==> src/design/tsc_pkg.sv <==
`default_nettype none
// ----------------------------------------------------------------------------
// tsc_pkg
// Shared types, constants and helpers for the TCP segment checksum block.
// ----------------------------------------------------------------------------
package tsc_pkg;

  localparam int QUEUE_DEPTH = 4;
  localparam int CFG_IDX_W   = 8;

  localparam logic [15:0] PROTO_TCP = 16'h0006;

  typedef enum logic [CFG_IDX_W-1:0] {
    CFG_SRC_ADDR = 8'd0,
    CFG_DST_ADDR = 8'd1
  } cfg_idx_t;

  // One queued word: a byte pair, or the padded final word with the length folded in.
  typedef struct packed {
    logic [15:0] word;
    logic        last;
    logic [15:0] len;
  } tsc_entry_t;

  typedef struct packed {
    logic full;
    logic empty;
  } q_stat_t;

  // 16-bit ones' complement add with end-around carry.
  function automatic logic [15:0] oc_add16(input logic [15:0] a, input logic [15:0] b);
    logic [16:0] s;
    s = {1'b0, a} + {1'b0, b};
    return s[15:0] + {15'b0, s[16]};
  endfunction

endpackage
`default_nettype wire

==> src/design/tsc_if.sv <==
`default_nettype none
// ----------------------------------------------------------------------------
// tsc_if
// Channel interfaces: byte input, checksum result and register writes.
// ----------------------------------------------------------------------------
interface tsc_in_if import tsc_pkg::*; ();
  logic       valid;
  logic       ready;
  logic [7:0] data_byte;
  logic       last_byte;

  modport source (output valid, output data_byte, output last_byte, input ready);
  modport sink   (input valid, input data_byte, input last_byte, output ready);
endinterface

interface tsc_out_if import tsc_pkg::*; ();
  logic        valid;
  logic        ready;
  logic [15:0] checksum;
  logic [15:0] segment_length;

  modport source (output valid, output checksum, output segment_length, input ready);
  modport sink   (input valid, input checksum, input segment_length, output ready);
endinterface

interface tsc_cfg_if import tsc_pkg::*; ();
  logic                 valid;
  logic                 ready;
  logic [CFG_IDX_W-1:0] index;
  logic [31:0]          data;

  modport source (output valid, output index, output data, input ready);
  modport sink   (input valid, input index, input data, output ready);
endinterface
`default_nettype wire

==> src/design/tsc_cfg.sv <==
`default_nettype none
// ----------------------------------------------------------------------------
// tsc_cfg
// Address registers and the registered pseudo-header sum (addresses + protocol).
// ----------------------------------------------------------------------------
module tsc_cfg import tsc_pkg::*; (
  input  logic                 clk,
  input  logic                 rst_n,
  input  logic                 cfg_valid,
  output logic                 cfg_ready,
  input  logic [CFG_IDX_W-1:0] cfg_index,
  input  logic [31:0]          cfg_data,
  output logic [15:0]          psum
);

  logic [31:0] src_r;
  logic [31:0] dst_r;
  logic [15:0] psum_r;
  logic [15:0] psum_nxt;
  logic [18:0] raw;
  logic [16:0] fold1;

  assign cfg_ready = 1'b1;

  always_comb begin
    raw   = {3'b0, src_r[31:16]} + {3'b0, src_r[15:0]} + {3'b0, dst_r[31:16]}
          + {3'b0, dst_r[15:0]} + {3'b0, PROTO_TCP};
    fold1 = {1'b0, raw[15:0]} + {14'b0, raw[18:16]};
    psum_nxt = fold1[15:0] + {15'b0, fold1[16]};
  end

  always_ff @(posedge clk) begin
    if (!rst_n) begin
      src_r  <= '0;
      dst_r  <= '0;
      psum_r <= PROTO_TCP;
    end else begin
      psum_r <= psum_nxt;
      if (cfg_valid) begin
        if (cfg_index == CFG_SRC_ADDR) src_r <= cfg_data;
        if (cfg_index == CFG_DST_ADDR) dst_r <= cfg_data;
      end
    end
  end

  assign psum = psum_r;

endmodule
`default_nettype wire

==> src/design/tsc_front.sv <==
`default_nettype none
// ----------------------------------------------------------------------------
// tsc_front
// Accepts bytes, pairs them into big-endian words, counts the segment length.
// ----------------------------------------------------------------------------
module tsc_front import tsc_pkg::*; (
  input  logic       clk,
  input  logic       rst_n,
  input  logic       in_valid,
  output logic       in_ready,
  input  logic [7:0] data_byte,
  input  logic       last_byte,
  input  q_stat_t    q_stat,
  output logic       push,
  output tsc_entry_t push_entry
);

  logic [7:0]  pend_r;
  logic        odd_r;
  logic [15:0] count_r;
  logic        accept;
  logic [15:0] cnt_inc;
  logic [15:0] word_pair;

  assign in_ready = !q_stat.full;
  assign accept   = in_valid && !q_stat.full;
  assign cnt_inc  = count_r + 16'd1;

  always_comb begin
    word_pair       = odd_r ? {pend_r, data_byte} : {data_byte, 8'h00};
    push            = accept && (odd_r || last_byte);
    push_entry.last = last_byte;
    push_entry.len  = cnt_inc;
    // final word carries the length word of the pseudo-header
    push_entry.word = last_byte ? oc_add16(word_pair, cnt_inc) : word_pair;
  end

  always_ff @(posedge clk) begin
    if (!rst_n) begin
      odd_r   <= 1'b0;
      count_r <= '0;
    end else if (accept) begin
      if (last_byte) begin
        odd_r   <= 1'b0;
        count_r <= '0;
      end else begin
        odd_r   <= !odd_r;
        count_r <= cnt_inc;
      end
    end
  end

  always_ff @(posedge clk) begin
    if (accept) pend_r <= data_byte;
  end

endmodule
`default_nettype wire

==> src/design/tsc_queue.sv <==
`default_nettype none
// ----------------------------------------------------------------------------
// tsc_queue
// Small FIFO of word entries between the front and the back.
// ----------------------------------------------------------------------------
module tsc_queue import tsc_pkg::*; #(
  parameter int DEPTH = QUEUE_DEPTH
) (
  input  logic       clk,
  input  logic       rst_n,
  input  logic       push,
  input  tsc_entry_t push_entry,
  input  logic       pop,
  output tsc_entry_t head,
  output q_stat_t    q_stat
);

  localparam int PW = (DEPTH > 1) ? $clog2(DEPTH) : 1;
  localparam int CW = $clog2(DEPTH + 1);
  localparam logic [PW-1:0] LAST_PTR = PW'(DEPTH - 1);
  localparam logic [CW-1:0] FULL_CNT = CW'(DEPTH);

  tsc_entry_t    mem [DEPTH];
  logic [PW-1:0] wr_ptr_r;
  logic [PW-1:0] rd_ptr_r;
  logic [CW-1:0] cnt_r;

  assign q_stat.full  = (cnt_r == FULL_CNT);
  assign q_stat.empty = (cnt_r == '0);
  assign head         = mem[rd_ptr_r];

  always_ff @(posedge clk) begin
    if (push) mem[wr_ptr_r] <= push_entry;
  end

  always_ff @(posedge clk) begin
    if (!rst_n) begin
      wr_ptr_r <= '0;
      rd_ptr_r <= '0;
      cnt_r    <= '0;
    end else begin
      if (push) wr_ptr_r <= (wr_ptr_r == LAST_PTR) ? '0 : wr_ptr_r + PW'(1);
      if (pop)  rd_ptr_r <= (rd_ptr_r == LAST_PTR) ? '0 : rd_ptr_r + PW'(1);
      if (push && !pop)      cnt_r <= cnt_r + CW'(1);
      else if (pop && !push) cnt_r <= cnt_r - CW'(1);
    end
  end

endmodule
`default_nettype wire

==> src/design/tsc_back.sv <==
`default_nettype none
// ----------------------------------------------------------------------------
// tsc_back
// Ones' complement accumulator and result register.
// ----------------------------------------------------------------------------
module tsc_back import tsc_pkg::*; (
  input  logic        clk,
  input  logic        rst_n,
  input  tsc_entry_t  head,
  input  q_stat_t     q_stat,
  input  logic [15:0] psum,
  output logic        pop,
  output logic        out_valid,
  input  logic        out_ready,
  output logic [15:0] checksum,
  output logic [15:0] segment_length
);

  logic [15:0] acc_r;
  logic        out_valid_r;
  logic [15:0] chk_r;
  logic [15:0] len_r;
  logic        slot_free;
  logic [17:0] raw;
  logic [16:0] fold1;
  logic [15:0] total;

  assign slot_free = !out_valid_r || out_ready;
  assign pop       = !q_stat.empty && (!head.last || slot_free);

  always_comb begin
    raw   = {2'b0, acc_r} + {2'b0, head.word} + (head.last ? {2'b0, psum} : 18'd0);
    fold1 = {1'b0, raw[15:0]} + {15'b0, raw[17:16]};
    total = fold1[15:0] + {15'b0, fold1[16]};
  end

  always_ff @(posedge clk) begin
    if (!rst_n) begin
      acc_r       <= '0;
      out_valid_r <= 1'b0;
    end else begin
      if (pop) acc_r <= head.last ? 16'd0 : total;
      if (pop && head.last) out_valid_r <= 1'b1;
      else if (out_ready)   out_valid_r <= 1'b0;
    end
  end

  always_ff @(posedge clk) begin
    if (pop && head.last) begin
      chk_r <= ~total;
      len_r <= head.len;
    end
  end

  assign out_valid      = out_valid_r;
  assign checksum       = chk_r;
  assign segment_length = len_r;

endmodule
`default_nettype wire

==> src/design/tcp_segment_checksum.sv <==
`default_nettype none
// ----------------------------------------------------------------------------
// tcp_segment_checksum
// TCP checksum over a byte stream with the IPv4 pseudo-header.
// ----------------------------------------------------------------------------
// Usage:
//   in_s   : one segment byte per item, header first; last_byte marks the end.
//   out_s  : one item per segment: checksum (first sent byte in 15:8) and
//            segment_length (bytes counted, modulo 65536).
//   cfg_s  : index 0 = source address, 1 = destination address; other
//            indexes are ignored. Always ready. Write only while idle.
// Throughput: one byte per cycle while the queue has room, set by the byte-wide input.
// Path: the last byte's word enters the queue when accepted; the result
//   register loads when that entry is popped, later while earlier entries
//   still wait in the queue or an earlier result is still pending.
// Reset: addresses, byte pairing, length count, queue and accumulator clear; no result pending.
// Stall: a pending result holds while out_s.ready is low; word entries
//   keep draining into the accumulator, and only a final entry waits, so
//   in_s.ready drops once the queue fills.
// ----------------------------------------------------------------------------
module tcp_segment_checksum import tsc_pkg::*; #(
  parameter int QUEUE_DEPTH_P = QUEUE_DEPTH
) (
  input  logic             clk,
  input  logic             rst_n,
  tsc_in_if.sink           in_s,
  tsc_out_if.source        out_s,
  tsc_cfg_if.sink          cfg_s
);

  q_stat_t     q_stat;
  logic        push;
  logic        pop;
  tsc_entry_t  push_entry;
  tsc_entry_t  head;
  logic [15:0] psum;

  tsc_cfg u_cfg (
    .clk       (clk),
    .rst_n     (rst_n),
    .cfg_valid (cfg_s.valid),
    .cfg_ready (cfg_s.ready),
    .cfg_index (cfg_s.index),
    .cfg_data  (cfg_s.data),
    .psum      (psum)
  );

  tsc_front u_front (
    .clk        (clk),
    .rst_n      (rst_n),
    .in_valid   (in_s.valid),
    .in_ready   (in_s.ready),
    .data_byte  (in_s.data_byte),
    .last_byte  (in_s.last_byte),
    .q_stat     (q_stat),
    .push       (push),
    .push_entry (push_entry)
  );

  tsc_queue #(.DEPTH(QUEUE_DEPTH_P)) u_queue (
    .clk        (clk),
    .rst_n      (rst_n),
    .push       (push),
    .push_entry (push_entry),
    .pop        (pop),
    .head       (head),
    .q_stat     (q_stat)
  );

  tsc_back u_back (
    .clk            (clk),
    .rst_n          (rst_n),
    .head           (head),
    .q_stat         (q_stat),
    .psum           (psum),
    .pop            (pop),
    .out_valid      (out_s.valid),
    .out_ready      (out_s.ready),
    .checksum       (out_s.checksum),
    .segment_length (out_s.segment_length)
  );

endmodule
`default_nettype wire

==> src/flat_wrapper.sv <==
// flat-port wrapper written by rule: the top's interface ports become plain ports
module tcp_segment_checksum_flat import tsc_pkg::*;
#(
  parameter int QUEUE_DEPTH_P = QUEUE_DEPTH
)
  (clk, rst_n, in_s_valid, in_s_data_byte, in_s_last_byte, in_s_ready, out_s_valid, out_s_checksum, out_s_segment_length, out_s_ready, cfg_s_valid, cfg_s_index, cfg_s_data, cfg_s_ready);
  tsc_in_if in_s_i ();
  tsc_out_if out_s_i ();
  tsc_cfg_if cfg_s_i ();
  input  logic clk;
  input  logic rst_n;
  input wire logic [$bits(in_s_i.valid)-1:0] in_s_valid;
  input wire logic [$bits(in_s_i.data_byte)-1:0] in_s_data_byte;
  input wire logic [$bits(in_s_i.last_byte)-1:0] in_s_last_byte;
  output wire logic [$bits(in_s_i.ready)-1:0] in_s_ready;
  output wire logic [$bits(out_s_i.valid)-1:0] out_s_valid;
  output wire logic [$bits(out_s_i.checksum)-1:0] out_s_checksum;
  output wire logic [$bits(out_s_i.segment_length)-1:0] out_s_segment_length;
  input wire logic [$bits(out_s_i.ready)-1:0] out_s_ready;
  input wire logic [$bits(cfg_s_i.valid)-1:0] cfg_s_valid;
  input wire logic [$bits(cfg_s_i.index)-1:0] cfg_s_index;
  input wire logic [$bits(cfg_s_i.data)-1:0] cfg_s_data;
  output wire logic [$bits(cfg_s_i.ready)-1:0] cfg_s_ready;
  assign in_s_i.valid = in_s_valid;
  assign in_s_i.data_byte = in_s_data_byte;
  assign in_s_i.last_byte = in_s_last_byte;
  assign in_s_ready = in_s_i.ready;
  assign out_s_valid = out_s_i.valid;
  assign out_s_checksum = out_s_i.checksum;
  assign out_s_segment_length = out_s_i.segment_length;
  assign out_s_i.ready = out_s_ready;
  assign cfg_s_i.valid = cfg_s_valid;
  assign cfg_s_i.index = cfg_s_index;
  assign cfg_s_i.data = cfg_s_data;
  assign cfg_s_ready = cfg_s_i.ready;
  tcp_segment_checksum #(.QUEUE_DEPTH_P(QUEUE_DEPTH_P)) u_core (.clk(clk), .rst_n(rst_n), .in_s(in_s_i), .out_s(out_s_i), .cfg_s(cfg_s_i));
endmodule
==> config.mk <==
export PLATFORM = sky130hd
export DESIGN_NAME = tcp_segment_checksum_flat
export DESIGN_NICKNAME = d
export VERILOG_FILES = /design/src/design/tsc_pkg.sv /design/src/design/tsc_if.sv /design/src/design/tsc_cfg.sv /design/src/design/tsc_front.sv /design/src/design/tsc_queue.sv /design/src/design/tsc_back.sv /design/src/design/tcp_segment_checksum.sv /design/src/flat_wrapper.sv
export SDC_FILE = /design/constraint.sdc
export NUM_CORES = 1
export LEC_CHECK = 0
export BUFFER_PORTS_ARGS = -buffer_cell sky130_fd_sc_hd__buf_4
export CORE_AREA = 2 2 183 185
export DETAILED_ROUTE_END_ITERATION = 16
export DIE_AREA = 0 0 185 187
export PLACE_DENSITY_LB_ADDON = 0.3
export SETUP_SLACK_MARGIN = 0.3
export SKIP_LAST_GASP = 1
export SYNTH_ARGS = -nofsm -noshare
export SYNTH_HDL_FRONTEND = slang
export SYNTH_HIERARCHICAL = 1
export SYNTH_SLANG_ARGS = --single-unit
==> constraint.sdc <==
create_clock -name clk -period 20.6 [get_ports clk]
set_input_delay 3.09 -clock clk [delete_from_list [all_inputs] [get_ports clk]]
set_output_delay 3.09 -clock clk [all_outputs]
set_load 0.01 [all_outputs]
==> tab_implementation.tex, run 1 <==
\begin{tabular}{lr}
\hline
Metric & Value \\
\hline
\multicolumn{2}{l}{\textbf{Min path}} \\
\quad Launch point of the worst hold path & u\_core/u\_cfg/src\_r[1]\$\_SDFFE\_PN0P\_ \\
\quad Path class of the lowest-slack min-delay path & reg -> reg \\
\multicolumn{2}{l}{\textbf{Finish}} \\
\quad Non-Filler Cell Area, Final & about 20,000 µm² \\
\quad Synthesis-to-layout area growth & 11.0\% \\
\quad Layout cells sized above 1 & 0.137 \\
\quad Top library cells by usage in the layout, fill and taps aside & sky130\_fd\_sc\_hd\_\_nand2\_1 (205), sky130\_fd\_sc\_hd\_\_edfxtp\_1 (172), sky130\_fd\_sc\_hd\_\_dfxtp\_1 (122), sky130\_fd\_sc\_hd\_\_inv\_1 (121), sky130\_fd\_sc\_hd\_\_a21oi\_1 (120) \\
\quad Filler cell count in the final layout & $\sim$2,700 \\
\quad Final standard cell count with taps included and fillers excluded & between 2,000 and 2,500 \\
\quad Net total in the final layout & 1,939 \\
\quad Count of inserted antenna diode cells & 0 \\
\quad Leading cell type in the layout, fill and taps excluded & sky130\_fd\_sc\_hd\_\_nand2\_1 \\
\quad Layout Utilization & 0.601 \\
\multicolumn{2}{l}{\textbf{Worst setup path}} \\
\quad CP Launch Type & flip-flop \\
\quad Critical path data required time & 20.93 ns \\
\quad Crit end category & flip-flop \\
\quad Worst endpoint data arrival time & 9.28 ns \\
\quad Worst-path maximum fanout & 24 \\
\quad Cell with the largest stage delay on the worst path & sky130\_fd\_sc\_hd\_\_o41ai\_1 \\
\quad Class of the most critical setup path & reg -> reg \\
\quad Maximum cell stage delay along the critical path & 0.59 ns \\
\multicolumn{2}{l}{\textbf{Timing}} \\
\quad Number of pins exceeding their max-slew limit in the final report & 0 \\
\quad Unrepaired setup endpoints after global routing & no \\
\quad Transition time at the pin with the least slew margin & around 0.99 ns \\
\quad Worst slew margin relative to its limit & 0.337 \\
\quad Worst Clk Skew & approximately 0.021 ns \\
\quad Final Setup Violations & 0 \\
\quad Setup Total Neg Slack & 0 ns \\
\quad Final Hold Vio Count & 0 \\
\quad Worst hold slack after final layout & 0.454 ns \\
\quad Time the worst path needs with I/O delays and setup & around 9.0 ns \\
\quad Fmax & 112 MHz \\
\quad Fraction of the cycle the final worst path needs & 0.435 \\
\multicolumn{2}{l}{\textbf{CTS}} \\
\quad Library cell used as clock root buffer & sky130\_fd\_sc\_hd\_\_clkbuf\_16 \\
\quad TritonCTS Buffers & 31 \\
\quad CTS-repair resized insts & 0 \\
\quad Clock latency on the worst-skew pair & just under 0.6 ns \\
\quad Number of buffers inserted by post-CTS setup repair & 0 \\
\quad TritonCTS clock tree & done \\
\quad Num Clock Sinks & about 300 \\
\quad Max clock buf depth & 3 \\
\quad Number of levels the H-tree was split into & 1 \\
\quad Number of hold-repair buffers added at the cts stage & 0 \\
\quad Clk pin slew, worst setup/hold paths & around 0.060 ns \\
\multicolumn{2}{l}{\textbf{Die}} \\
\quad Core area & roughly 33,000 µm² \\
\quad Die area & between 30,000 and 40,000 µm² \\
\quad Vertical die dimension & approximately 190 µm \\
\quad Placement row count & 67 \\
\quad Starting Density & 0.541 \\
\quad Number of top-level design ports & about 90 \\
\quad Die boundary width & 185 µm \\
\multicolumn{2}{l}{\textbf{GRT}} \\
\quad Total global routing track utilization & 0.227 \\
\quad Number of antenna violations at the first check in global routing & 0 \\
\quad Largest net degree at the start of global routing & 65 \\
\quad Global route total overflow & 0 \\
\quad Number of global-route vias before repair & 12,200 \\
\quad Wire length of the first global-routing pass & 63.1 mm \\
\multicolumn{2}{l}{\textbf{Synthesis}} \\
\quad Share of synthesized registers carrying an async set or reset & 0 \\
\quad Proportion of synthesized chip area in sequential cells & 0.429 \\
\quad Per-instance average area after synthesis & roughly 11 µm² \\
\quad Area of the mapped netlist & 17,800 µm² \\
\quad Area share of the largest cell type after synthesis & 0.291 \\
\quad Largest cells by area after synthesis & sky130\_fd\_sc\_hd\_\_edfxtp\_1 (29\%), sky130\_fd\_sc\_hd\_\_dfxtp\_1 (14\%), sky130\_fd\_sc\_hd\_\_ha\_1 (6.8\%), sky130\_fd\_sc\_hd\_\_nand2\_1 (4.3\%), sky130\_fd\_sc\_hd\_\_fa\_1 (4.3\%) \\
\quad Number of distinct library cells after synthesis & 106 \\
\quad Total of warnings raised by yosys & 6 \\
\quad Flop and latch count out of synthesis & between 200 and 300 \\
\quad Top\_reg\_cell synth & sky130\_fd\_sc\_hd\_\_edfxtp\_1 \\
\quad Syn\_nets & 1,873 \\
\quad Synthesized instance count & approximately 1,700 \\
\quad Post-synthesis cell type with the largest combined area & sky130\_fd\_sc\_hd\_\_edfxtp\_1 \\
\quad Number of synthesized flops with an enable pin & between 150 and 200 \\
\multicolumn{2}{l}{\textbf{Route}} \\
\quad Highest signal layer in the routed design & met4 \\
\quad Remaining design rule violation count & 0 \\
\quad Number of antenna-violating nets in the routed design & 0 \\
\quad Via count & roughly 13,000 \\
\quad DR WL met3 & 2.20 mm \\
\quad Vias per inst & $\sim$5.7 \\
\quad Number of DRC violations after detailed-routing iteration 0 & just under 800 \\
\quad Met2 Wirelength & 18.5 mm \\
\quad Average detailed-routed wire length per instance & $\sim$18 µm \\
\quad WL final & roughly 40 mm \\
\quad First-pass iteration count of the detailed router & 5 \\
\quad Wire length on met1 & 17.8 mm \\
\multicolumn{2}{l}{\textbf{Place}} \\
\quad Count of buffers from port buffering & slightly below 90 \\
\quad Total instance count after detailed placement & between 2,000 and 2,500 \\
\quad Global placer's final weighted congestion & 0.897 \\
\quad Placed standard-cell area & between 15,000 and 20,000 µm² \\
\quad Estimated wirelength of the detail-placed design & $\sim$28 mm \\
\multicolumn{2}{l}{\textbf{Pwr}} \\
\quad Ratio of total power to cell area & roughly 130 nW/µm² \\
\quad Seq pwr share & 0.309 \\
\quad Static leakage & 7.64 nW \\
\quad Clock power frac & 0.214 \\
\quad Int Pwr & 1.50 mW \\
\quad Portion of total power attributed to combinational logic & 0.478 \\
\quad Switching part of the total & 0.400 \\
\quad Total net switching power & 998 µW \\
\quad Peak supply drop & 0.0829 mV \\
\multicolumn{2}{l}{\textbf{Run}} \\
\quad Max-cap violations & 0 \\
\multicolumn{2}{l}{\textbf{Run status}} \\
\quad Run status & finished, final reports clean \\
\hline
\end{tabular}
==> power by group through the flow <==
stage	clock (mW)	sequential (mW)	combinational (mW)
finish	0.533	0.770	1.19
global route	0.567	0.777	1.30
CTS	0.545	0.772	1.19
detailed placement	0	0.783	1.18
global placement	0	0.781	1.16
floorplan	0	0.780	0.861
==> Yosys cell counts, types with 24 or more instances <==
master	instances
sky130_fd_sc_hd__nand2_1	205
sky130_fd_sc_hd__edfxtp_1	172
sky130_fd_sc_hd__dfxtp_1	123
sky130_fd_sc_hd__inv_1	122
sky130_fd_sc_hd__a21oi_1	120
sky130_fd_sc_hd__ha_1	97
sky130_fd_sc_hd__nor2_1	79
sky130_fd_sc_hd__xnor2_1	67
sky130_fd_sc_hd__o21ai_0	55
sky130_fd_sc_hd__and2_1	51
sky130_fd_sc_hd__clkbuf_1	46
sky130_fd_sc_hd__xor2_1	42
sky130_fd_sc_hd__nand3_1	39
sky130_fd_sc_hd__fa_1	38
sky130_fd_sc_hd__mux4_2	30
sky130_fd_sc_hd__nor2b_1	24
==> final cells by class <==
class | instances | area (µm²) | share of cell area
multi-input combinational | 1200 | 9370 | 0.475
sequential | 295 | 7630 | 0.387
clock buffer | 38 | 802 | 0.0406
timing repair buffer | 100 | 751 | 0.0380
tap | 448 | 561 | 0.0284
inverter | 122 | 458 | 0.0232
clock inverter | 20 | 168 | 0.00850
==> logic make-up after synthesis <==
group	synth area share
and+or+nand+nor	0.156
AOI/OAI and AO/OA	0.138
muxes	0.0543
xor gates and xnor gates	0.0673
DFF	0.429
buffers and inverters	0.0446
adders and majority gates	0.111
other	0.000211
==> worst paths after layout <==
check                                          to  slack (ns)  cells past startpoint
min reg2reg    u_core/u_cfg/src_r[1]$_SDFFE_PN0P_        0.45                      2
max reg2reg  u_core/u_back/checksum[15]$_DFFE_PP_       11.64                     33
max          u_core/u_back/checksum[15]$_DFFE_PP_       11.64                     33
min            u_core/u_cfg/src_r[1]$_SDFFE_PN0P_        0.45                      2
==> registers in the layout (all words and copies together) (netlist names), 2 cells and up, named ones only <==
signal	cells
u_core/u_front/count_r	16
u_core/u_cfg/psum	16
u_core/u_queue/wr_ptr_r	2
u_core/u_back/checksum	16
u_core/u_front/pend_r	8
u_core/u_queue/cnt_r	3
u_core/u_queue/mem	132
u_core/u_queue/rd_ptr_r	2
u_core/u_cfg/src_r	32
u_core/u_cfg/dst_r	32
u_core/u_back/acc_r	16
u_core/u_back/segment_length	16
==> metal layers <==
| layer | up-vias | global-route usage |
|---|---|---|
| met2 | 335 | 0.360 |
| met1 | 6095 | 0.332 |
| met4 | 0 | 0.0549 |
| met5 | - | 0 |
| met3 | 57 | 0.0286 |
| li1 | 6160 | - |
==> metrics by stage <==
step | setup slack, ns | total power [mW]
after global routing | 10.92 | 2.64
final | 11.64 | 2.49
after CTS | 11.57 | 2.50
after floorplan | 13.11 | 1.64
after global placement | 11.82 | 1.94
after detailed placement | 11.64 | 1.96
==> worst max-delay path, delay by kind of cell, from the launching register on <==
family / cells / cell delay [ns]
AOI/OAI and AO/OA: 15 / 3.34
and+or+nand+nor: 9 / 1.97
adders and majority gates: 5 / 1.41
muxes: 1 / 0.58
DFF: 1 / 0.55
buffers and inverters: 1 / 0.48
xor gates and xnor gates: 2 / 0.36
No activity file was read; power rests on OpenSTA's default activity.
==> run 2: changes to the inputs <==
==> constraint.sdc (replaced) <==
create_clock -name clk -period 8.35 [get_ports clk]
set_input_delay 1.2525 -clock clk [delete_from_list [all_inputs] [get_ports clk]]
set_output_delay 1.2525 -clock clk [all_outputs]
set_load 0.01 [all_outputs]
==> tab_implementation.tex, run 2 (same netlist as run 1, synthesis figures left out) <==
\begin{tabular}{lr}
\hline
Metric & Value \\
\hline
\multicolumn{2}{l}{\textbf{Min path}} \\
\quad Cells on Worst Hold Path & 2 (unchanged) \\
\quad Hold EP & u\_core/u\_cfg/dst\_r[12]\$\_SDFFE\_PN0P\_ \\
\quad Launch point of the worst hold path & u\_core/u\_cfg/dst\_r[12]\$\_SDFFE\_PN0P\_ \\
\quad Path class of the lowest-slack min-delay path & reg -> reg \\
\multicolumn{2}{l}{\textbf{Worst setup path}} \\
\quad Critical R2R Capture & u\_core/u\_cfg/psum[12]\$\_SDFF\_PN0\_ \\
\quad Cell with the largest stage delay on the worst path & sky130\_fd\_sc\_hd\_\_fa\_1 \\
\quad Crit end category & flip-flop \\
\quad Beginning of the worst register-to-register path & u\_core/u\_cfg/src\_r[2]\$\_SDFFE\_PN0P\_ \\
\quad Worst-path maximum fanout & 4 (-83\%) \\
\quad Critical path data required time & 8.82 ns (-12.11 ns) \\
\quad Critical path origin & u\_core/u\_cfg/src\_r[2]\$\_SDFFE\_PN0P\_ \\
\quad Maximum cell stage delay along the critical path & 0.50 ns (-0.09 ns) \\
\quad Reg-to-reg setup timing slack & 0.68 ns (-10.97 ns) \\
\quad Number of cells on the worst reg-to-reg path & 34 (+3.0\%) \\
\quad Worst endpoint data arrival time & 8.15 ns (-1.13 ns) \\
\quad CP Launch Type & flip-flop \\
\quad Class of the most critical setup path & reg -> reg \\
\multicolumn{2}{l}{\textbf{Finish}} \\
\quad Largest Register & u\_core/u\_queue/mem \\
\quad Count of inserted antenna diode cells & 0 (unchanged) \\
\quad Top library cells by usage in the layout, fill and taps aside & sky130\_fd\_sc\_hd\_\_nand2\_1 (205), sky130\_fd\_sc\_hd\_\_edfxtp\_1 (172), sky130\_fd\_sc\_hd\_\_dfxtp\_1 (122), sky130\_fd\_sc\_hd\_\_inv\_1 (121), sky130\_fd\_sc\_hd\_\_a21oi\_1 (118) \\
\quad Area taken by flip-flops and latches & 7630 µm² (about the same) \\
\quad Footprint of the multi-input gates & 9500 µm² (+1.4\%) \\
\quad Synthesis-to-layout area growth & 13.1\% \\
\quad Filler cell count in the final layout & 2,688 (-1.5\%) \\
\quad Number of flip-flops in the largest register & 132 (unchanged) \\
\quad Net total in the final layout & 1,952 (+0.67\%) \\
\quad Layout cells sized above 1 & 0.159 (+0.0225) \\
\quad Layout Utilization & 0.612 (+0.0114) \\
\quad Leading cell type in the layout, fill and taps excluded & sky130\_fd\_sc\_hd\_\_nand2\_1 \\
\quad Non-Filler Cell Area, Final & 20,100 µm² (+1.9\%) \\
\quad Top Registers & u\_core/u\_queue/mem (132), u\_core/u\_cfg/dst\_r (32), u\_core/u\_cfg/src\_r (32) \\
\multicolumn{2}{l}{\textbf{GRT}} \\
\quad Number of antenna violations at the first check in global routing & 0 (unchanged) \\
\quad Wire length of the first global-routing pass & 63.5 mm (+0.62\%) \\
\quad Global route total overflow & 0 (unchanged) \\
\quad Total global routing track utilization & 0.228 (+0.000679) \\
\quad Largest net degree at the start of global routing & 65 (unchanged) \\
\quad Number of global-route vias before repair & 12,200 (+0.15\%) \\
\multicolumn{2}{l}{\textbf{Route}} \\
\quad Highest signal layer in the routed design & met4 \\
\quad Met2 Wirelength & 18.2 mm (-1.4\%) \\
\quad Wire length on met1 & 18.1 mm (+1.4\%) \\
\quad Vias per inst & 5.71 (+0.37\%) \\
\quad Remaining design rule violation count & 0 (unchanged) \\
\quad First-pass iteration count of the detailed router & 4 (-1) \\
\quad Average detailed-routed wire length per instance & 17.6 µm (-0.66\%) \\
\quad Number of antenna-violating nets in the routed design & 0 (unchanged) \\
\quad WL final & 39.3 mm (about the same) \\
\quad Number of DRC violations after detailed-routing iteration 0 & 839 (+5.8\%) \\
\quad Via count & 12,800 (+0.96\%) \\
\quad DR WL met3 & 2.24 mm (+1.7\%) \\
\multicolumn{2}{l}{\textbf{Die}} \\
\quad Number of top-level design ports & 89 (unchanged) \\
\quad Die area & 34,600 µm² (unchanged) \\
\quad Core area & 32,900 µm² (unchanged) \\
\quad Vertical die dimension & 187 µm (unchanged) \\
\quad Die boundary width & 185 µm (unchanged) \\
\quad Starting Density & 0.541 (unchanged) \\
\quad Placement row count & 67 (unchanged) \\
\multicolumn{2}{l}{\textbf{Timing}} \\
\quad Setup Total Neg Slack & 0 ns (unchanged) \\
\quad Time the worst path needs with I/O delays and setup & 7.67 ns (-1.28 ns) \\
\quad Fmax & 130 MHz (+17\%) \\
\quad Fraction of the cycle the final worst path needs & 0.919 (+0.484) \\
\quad Transition time at the pin with the least slew margin & 1.24 ns (+0.246 ns) \\
\quad Worst Clk Skew & 0.0176 ns (-0.00335 ns) \\
\quad Final Hold Vio Count & 0 (unchanged) \\
\quad Unrepaired setup endpoints after global routing & no \\
\quad Number of pins exceeding their max-slew limit in the final report & 0 (unchanged) \\
\quad Final Setup Violations & 0 (unchanged) \\
\quad Worst slew margin relative to its limit & 0.173 (-0.164) \\
\multicolumn{2}{l}{\textbf{CTS}} \\
\quad Library cell used as clock root buffer & sky130\_fd\_sc\_hd\_\_clkbuf\_16 \\
\quad Number of levels the H-tree was split into & 1 (unchanged) \\
\quad Max clock buf depth & 3 (unchanged) \\
\quad Clk pin slew, worst setup/hold paths & 0.06 ns (about the same) \\
\quad TritonCTS Buffers & 31 (unchanged) \\
\quad Number of hold-repair buffers added at the cts stage & 0 (unchanged) \\
\quad TritonCTS clock tree & done \\
\quad Clock latency on the worst-skew pair & 0.58 ns (about the same) \\
\quad Num Clock Sinks & 295 (unchanged) \\
\multicolumn{2}{l}{\textbf{Run status}} \\
\quad Run status & finished, final reports clean \\
\multicolumn{2}{l}{\textbf{Run}} \\
\quad Max-cap violations & 0 (unchanged) \\
\multicolumn{2}{l}{\textbf{Pwr}} \\
\quad Static leakage & 7.83 nW (+2.5\%) \\
\quad Peak supply drop & 0.208 mV (+150\%) \\
\quad Ratio of total power to cell area & 317 nW/µm² (+150\%) \\
\multicolumn{2}{l}{\textbf{Place}} \\
\quad Estimated wirelength of the detail-placed design & 28.0 mm (-1.7\%) \\
\quad Count of buffers from port buffering & 87 (unchanged) \\
\quad Placed standard-cell area & 18,800 µm² (+0.32\%) \\
\quad Global placer's final weighted congestion & 0.928 (+3.5\%) \\
\hline
\end{tabular}
==> run 2: changes by cell type in the layout (fill, tap and decap cells not counted), moves of 3 or more <==
| cell | previous run | this run |
|---|---|---|
| sky130_fd_sc_hd__buf_4 | 100 | 112 |
| sky130_fd_sc_hd__clkbuf_1 | 7 | 0 |
| sky130_fd_sc_hd__bufinv_16 | 2 | 6 |
| sky130_fd_sc_hd__clkinv_1 | 6 | 3 |
| sky130_fd_sc_hd__clkinv_4 | 0 | 3 |
| sky130_fd_sc_hd__ha_1 | 97 | 94 |
| sky130_fd_sc_hd__nor4_1 | 9 | 6 |
==> run 2: worst max path at each step <==
stage | depth (start not counted) | end | slack [ns]
final | 34 | u_core/u_cfg/psum[12]$_SDFF_PN0_ | 0.68
after detailed placement | 34 | u_core/u_cfg/psum[12]$_SDFF_PN0_ | 0.11
after CTS | 34 | u_core/u_cfg/psum[12]$_SDFF_PN0_ | 0.34
after global routing | 33 | u_core/u_back/checksum[15]$_DFFE_PP_ | 0.30
after floorplan | 35 | u_core/u_back/checksum[15]$_DFFE_PP_ | 0.86
after global placement | 34 | u_core/u_cfg/psum[12]$_SDFF_PN0_ | 0.36
==> run 2: layout make-up <==
class | count | area share
Clock buffer | 33 | 0.0399
Multi-Input combinational cell | 1200 | 0.472
Timing Repair Buffer | 113 | 0.0424
Sequential cell | 295 | 0.379
Tap cell | 448 | 0.0279
Inverter | 122 | 0.0228
Clock inverter | 25 | 0.0152
==> run 2: metrics by stage <==
stage / cells / hold slack (ns) / total power, mW / worst slack (ns)
3_5_place_dp: 2173 / 0.447 / 4.84 / 0.109
4_1_cts: 2231 / 0.456 / 6.34 / 0.337
6_report: 2236 / 0.455 / 6.38 / 0.675
2_1_floorplan: 1684 / 0.436 / 4.05 / 0.856
3_3_place_gp: 2173 / 0.442 / 4.80 / 0.358
5_1_grt: 2236 / 0.475 / 6.77 / 0.299
==> run 2: what timing repair did <==
action / in CTS / in global routing
setup endpoints to repair: 5 / 32
gates resized for setup: 2 / 25
cloned: 0 / 0
buffers inserted: 0 / 5
pin swaps: 0 / 3
==> run 2: report_power, final <==
| part | switching (mW) | internal, mW | leakage (nW) |
|---|---|---|---|
| logic | 1.81 | 1.21 | 4.67 |
| registers | 0.0847 | 1.80 | 2.62 |
| clock network | 0.586 | 0.886 | 0.548 |
==> run 2: critical path, delay by kind of cell, from the launching register on <==
kind / cells / cell delay, ns
compound gates: 7 / 1.43
xor+xnor: 2 / 0.27
fa+ha+maj: 9 / 2.94
buf+inv: 5 / 0.24
flops: 1 / 0.34
simple gates: 11 / 2.36
==> run 2: metal layers <==
metal	vias to the layer above	track usage
li1	6195	-
met1	6190	0.332
met2	328	0.363
met3	55	0.0308
met4	0	0.0516
met5	-	0
==> run 3: changes to the inputs <==
==> constraint.sdc (replaced) <==
create_clock -name clk -period 7.05 [get_ports clk]
set_input_delay 1.0575 -clock clk [delete_from_list [all_inputs] [get_ports clk]]
set_output_delay 1.0575 -clock clk [all_outputs]
set_load 0.01 [all_outputs]
==> tab_implementation.tex, run 3 (same netlist as run 1, synthesis figures left out) <==
\begin{tabular}{lr}
\hline
Metric & Value \\
\hline
\multicolumn{2}{l}{\textbf{Route}} \\
\quad Average detailed-routed wire length per instance & 18.1 µm (+2.9\%) \\
\quad Number of antenna-violating nets in the routed design & 0 (unchanged) \\
\quad WL final & 41.8 mm (+6.3\%) \\
\quad Remaining design rule violation count & 0 (unchanged) \\
\quad Vias per inst & 5.73 (+0.38\%) \\
\quad First-pass iteration count of the detailed router & 6 (+2) \\
\quad Via count & 13,200 (+3.6\%) \\
\quad Number of DRC violations after detailed-routing iteration 0 & 819 (-2.4\%) \\
\multicolumn{2}{l}{\textbf{Timing}} \\
\quad Final Hold Vio Count & 0 (unchanged) \\
\quad Number of pins exceeding their max-slew limit in the final report & 0 (unchanged) \\
\quad Final Setup Violations & 0 (unchanged) \\
\quad Worst slew margin relative to its limit & 0.236 (+0.0630) \\
\quad Worst Clk Skew & 0.0167 ns (-0.000873 ns) \\
\quad Fraction of the cycle the final worst path needs & 0.990 (+0.0711) \\
\quad Fmax & 143 MHz (+9.9\%) \\
\quad Time the worst path needs with I/O delays and setup & 6.98 ns (-0.694 ns) \\
\quad Worst Slack Setup Final & 0.0688 ns (-0.606 ns) \\
\quad Unrepaired setup endpoints after global routing & yes \\
\quad Worst hold slack after final layout & 0.455 ns (+0.0000140 ns) \\
\quad Setup Total Neg Slack & 0 ns (unchanged) \\
\quad Transition time at the pin with the least slew margin & 1.14 ns (-0.0942 ns) \\
\multicolumn{2}{l}{\textbf{Die}} \\
\quad Number of top-level design ports & 89 (unchanged) \\
\quad Vertical die dimension & 187 µm (unchanged) \\
\quad Die boundary width & 185 µm (unchanged) \\
\quad Core area & 32,900 µm² (unchanged) \\
\quad Starting Density & 0.541 (unchanged) \\
\quad Placement row count & 67 (unchanged) \\
\quad Die area & 34,600 µm² (unchanged) \\
\multicolumn{2}{l}{\textbf{Worst setup path}} \\
\quad Critical path data required time & 7.36 ns (-1.46 ns) \\
\quad Maximum cell stage delay along the critical path & 0.56 ns (+0.06 ns) \\
\quad Class of the most critical setup path & reg -> reg \\
\quad Worst-path maximum fanout & 5 (+1) \\
\quad Number of cells on the worst reg-to-reg path & 33 (-2.9\%) \\
\quad Critical path capture point & u\_core/u\_back/checksum[15]\$\_DFFE\_PP\_ \\
\quad Worst endpoint data arrival time & 7.29 ns (-0.86 ns) \\
\quad CP Launch Type & flip-flop \\
\quad Crit end category & flip-flop \\
\quad Cell with the largest stage delay on the worst path & sky130\_fd\_sc\_hd\_\_mux4\_2 \\
\quad Cell type with the highest occurrence count on the critical path & sky130\_fd\_sc\_hd\_\_a21oi\_2 \\
\quad Critical R2R Capture & u\_core/u\_back/checksum[15]\$\_DFFE\_PP\_ \\
\quad Reg-to-reg setup timing slack & 0.07 ns (-0.61 ns) \\
\multicolumn{2}{l}{\textbf{Finish}} \\
\quad Net total in the final layout & 2,024 (+3.7\%) \\
\quad Synthesis-to-layout area growth & 18.4\% \\
\quad Non-Filler Cell Area, Final & 21,000 µm² (+4.6\%) \\
\quad Largest Register & u\_core/u\_queue/mem \\
\quad Final standard cell count with taps included and fillers excluded & 2,308 (+3.2\%) \\
\quad Layout Utilization & 0.640 (+0.0284) \\
\quad Count of inserted antenna diode cells & 0 (unchanged) \\
\quad Top library cells by usage in the layout, fill and taps aside & sky130\_fd\_sc\_hd\_\_nand2\_1 (202), sky130\_fd\_sc\_hd\_\_buf\_4 (179), sky130\_fd\_sc\_hd\_\_edfxtp\_1 (172), sky130\_fd\_sc\_hd\_\_dfxtp\_1 (119), sky130\_fd\_sc\_hd\_\_inv\_1 (115) \\
\quad Leading cell type in the layout, fill and taps excluded & sky130\_fd\_sc\_hd\_\_nand2\_1 \\
\quad Layout cells sized above 1 & 0.230 (+0.0702) \\
\quad Number of flip-flops in the largest register & 132 (unchanged) \\
\quad Top Registers & u\_core/u\_queue/mem (132), u\_core/u\_cfg/dst\_r (32), u\_core/u\_cfg/src\_r (32) \\
\quad Filler cell count in the final layout & 2,591 (-3.6\%) \\
\multicolumn{2}{l}{\textbf{GRT}} \\
\quad Total global routing track utilization & 0.239 (+0.0110) \\
\quad Number of antenna violations at the first check in global routing & 0 (unchanged) \\
\quad Global route total overflow & 0 (unchanged) \\
\quad Wire length of the first global-routing pass & 66.3 mm (+4.4\%) \\
\quad Number of global-route vias before repair & 13,100 (+6.9\%) \\
\quad Largest net degree at the start of global routing & 65 (unchanged) \\
\multicolumn{2}{l}{\textbf{Min path}} \\
\quad Path class of the lowest-slack min-delay path & reg -> reg \\
\quad Launch point of the worst hold path & u\_core/u\_cfg/src\_r[10]\$\_SDFFE\_PN0P\_ \\
\multicolumn{2}{l}{\textbf{CTS}} \\
\quad Number of levels the H-tree was split into & 1 (unchanged) \\
\quad Num Clock Sinks & 295 (unchanged) \\
\quad Library cell used as clock root buffer & sky130\_fd\_sc\_hd\_\_clkbuf\_16 \\
\quad Max clock buf depth & 3 (unchanged) \\
\quad TritonCTS Buffers & 31 (unchanged) \\
\quad Number of hold-repair buffers added at the cts stage & 0 (unchanged) \\
\quad Clock latency on the worst-skew pair & 0.57 ns (about the same) \\
\quad Clk pin slew, worst setup/hold paths & 0.06 ns (about the same) \\
\quad TritonCTS clock tree & done \\
\multicolumn{2}{l}{\textbf{Place}} \\
\quad Total instance count after detailed placement & 2,204 (+1.4\%) \\
\quad Setup slack at placement & -0.0416 ns (-0.150 ns) \\
\quad Count of buffers from port buffering & 87 (unchanged) \\
\quad Placed standard-cell area & 19,200 µm² (+2.2\%) \\
\quad Estimated wirelength of the detail-placed design & 28.6 mm (+2.4\%) \\
\quad Global placer's final weighted congestion & 0.911 (-1.9\%) \\
\multicolumn{2}{l}{\textbf{Run status}} \\
\quad Run status & finished, final reports clean \\
\multicolumn{2}{l}{\textbf{Run}} \\
\quad Max-cap violations & 0 (unchanged) \\
\multicolumn{2}{l}{\textbf{Pwr}} \\
\quad PnR Total Power & 7.83 mW (+23\%) \\
\quad Peak supply drop & 0.244 mV (+17\%) \\
\quad Ratio of total power to cell area & 372 nW/µm² (+17\%) \\
\quad Static leakage & 8.21 nW (+4.7\%) \\
\hline
\end{tabular}
-- run 3: cell count changes in the layout (fill, tap and decap cells not counted), moves of 7 or more --
cell,change
sky130_fd_sc_hd__a21oi_1,-9
sky130_fd_sc_hd__a21oi_2,+8
sky130_fd_sc_hd__buf_4,+67
sky130_fd_sc_hd__clkbuf_1,+12
sky130_fd_sc_hd__ha_1,-14
sky130_fd_sc_hd__ha_4,+12
sky130_fd_sc_hd__o21ai_0,-12
sky130_fd_sc_hd__o21ai_2,+7
-- run 3: metal layers --
layer  wire length, µm  vias to the layer above  track usage
li1                  -                     6345            -
met1             18000                     6382        0.330
met2             20100                      416        0.391
met3              2430                       86       0.0329
met4              1200                        0       0.0723
met5                 0                        -            0
-- run 3: how the worst min path moves through the flow --
| stage | slack (ns) | cells after the start | end |
|---|---|---|---|
| after floorplan | 0.43 | 2 | u_core/u_cfg/src_r[18]$_SDFFE_PN0P_ |
| after CTS | 0.46 | 2 | u_core/u_cfg/src_r[10]$_SDFFE_PN0P_ |
| after global placement | 0.44 | 2 | u_core/u_cfg/src_r[2]$_SDFFE_PN0P_ |
| after detailed placement | 0.45 | 2 | u_core/u_cfg/src_r[7]$_SDFFE_PN0P_ |
| final | 0.45 | 2 | u_core/u_cfg/src_r[10]$_SDFFE_PN0P_ |
| after global routing | 0.48 | 2 | u_core/u_cfg/src_r[1]$_SDFFE_PN0P_ |
-- run 3: timing repair --
action                                  CTS  global route
endpoints found under the setup margin   30            39
pin swaps                                66            44
endpoints found under the hold margin     0             0
gates resized for setup                  44            54
buffers inserted                         27            19
-- run 3: report_power, final --
| group | internal (mW) | switching (mW) |
|---|---|---|
| Clock | 0.925 | 0.652 |
| Combinational | 1.64 | 2.36 |
| Sequential | 2.14 | 0.116 |
| Total | 4.70 | 3.13 |
-- run 3: worst max-delay path: cells and delay by family (launching register included) --
kind                       cells  cell delay (ns)
buffers and inverters          1             0.13
xor gates and xnor gates       2             0.47
DFF                            1             0.39
and+or+nand+nor               10             1.58
adders and majority gates      5             1.24
muxes                          1             0.56
AOI/OAI and AO/OA             14             2.35
-- run 3: cell type report --
| type | instances | area, µm² | area share |
|---|---|---|---|
| multi-input cells | 1200 | 9980 | 0.474 |
| flip-flops and latches | 295 | 7630 | 0.363 |
| repair buffers | 185 | 1410 | 0.0671 |
| clock buffers | 50 | 917 | 0.0436 |
| well taps | 448 | 561 | 0.0266 |
| inverters | 122 | 458 | 0.0218 |
| clock inverters | 8 | 77.6 | 0.00369 |
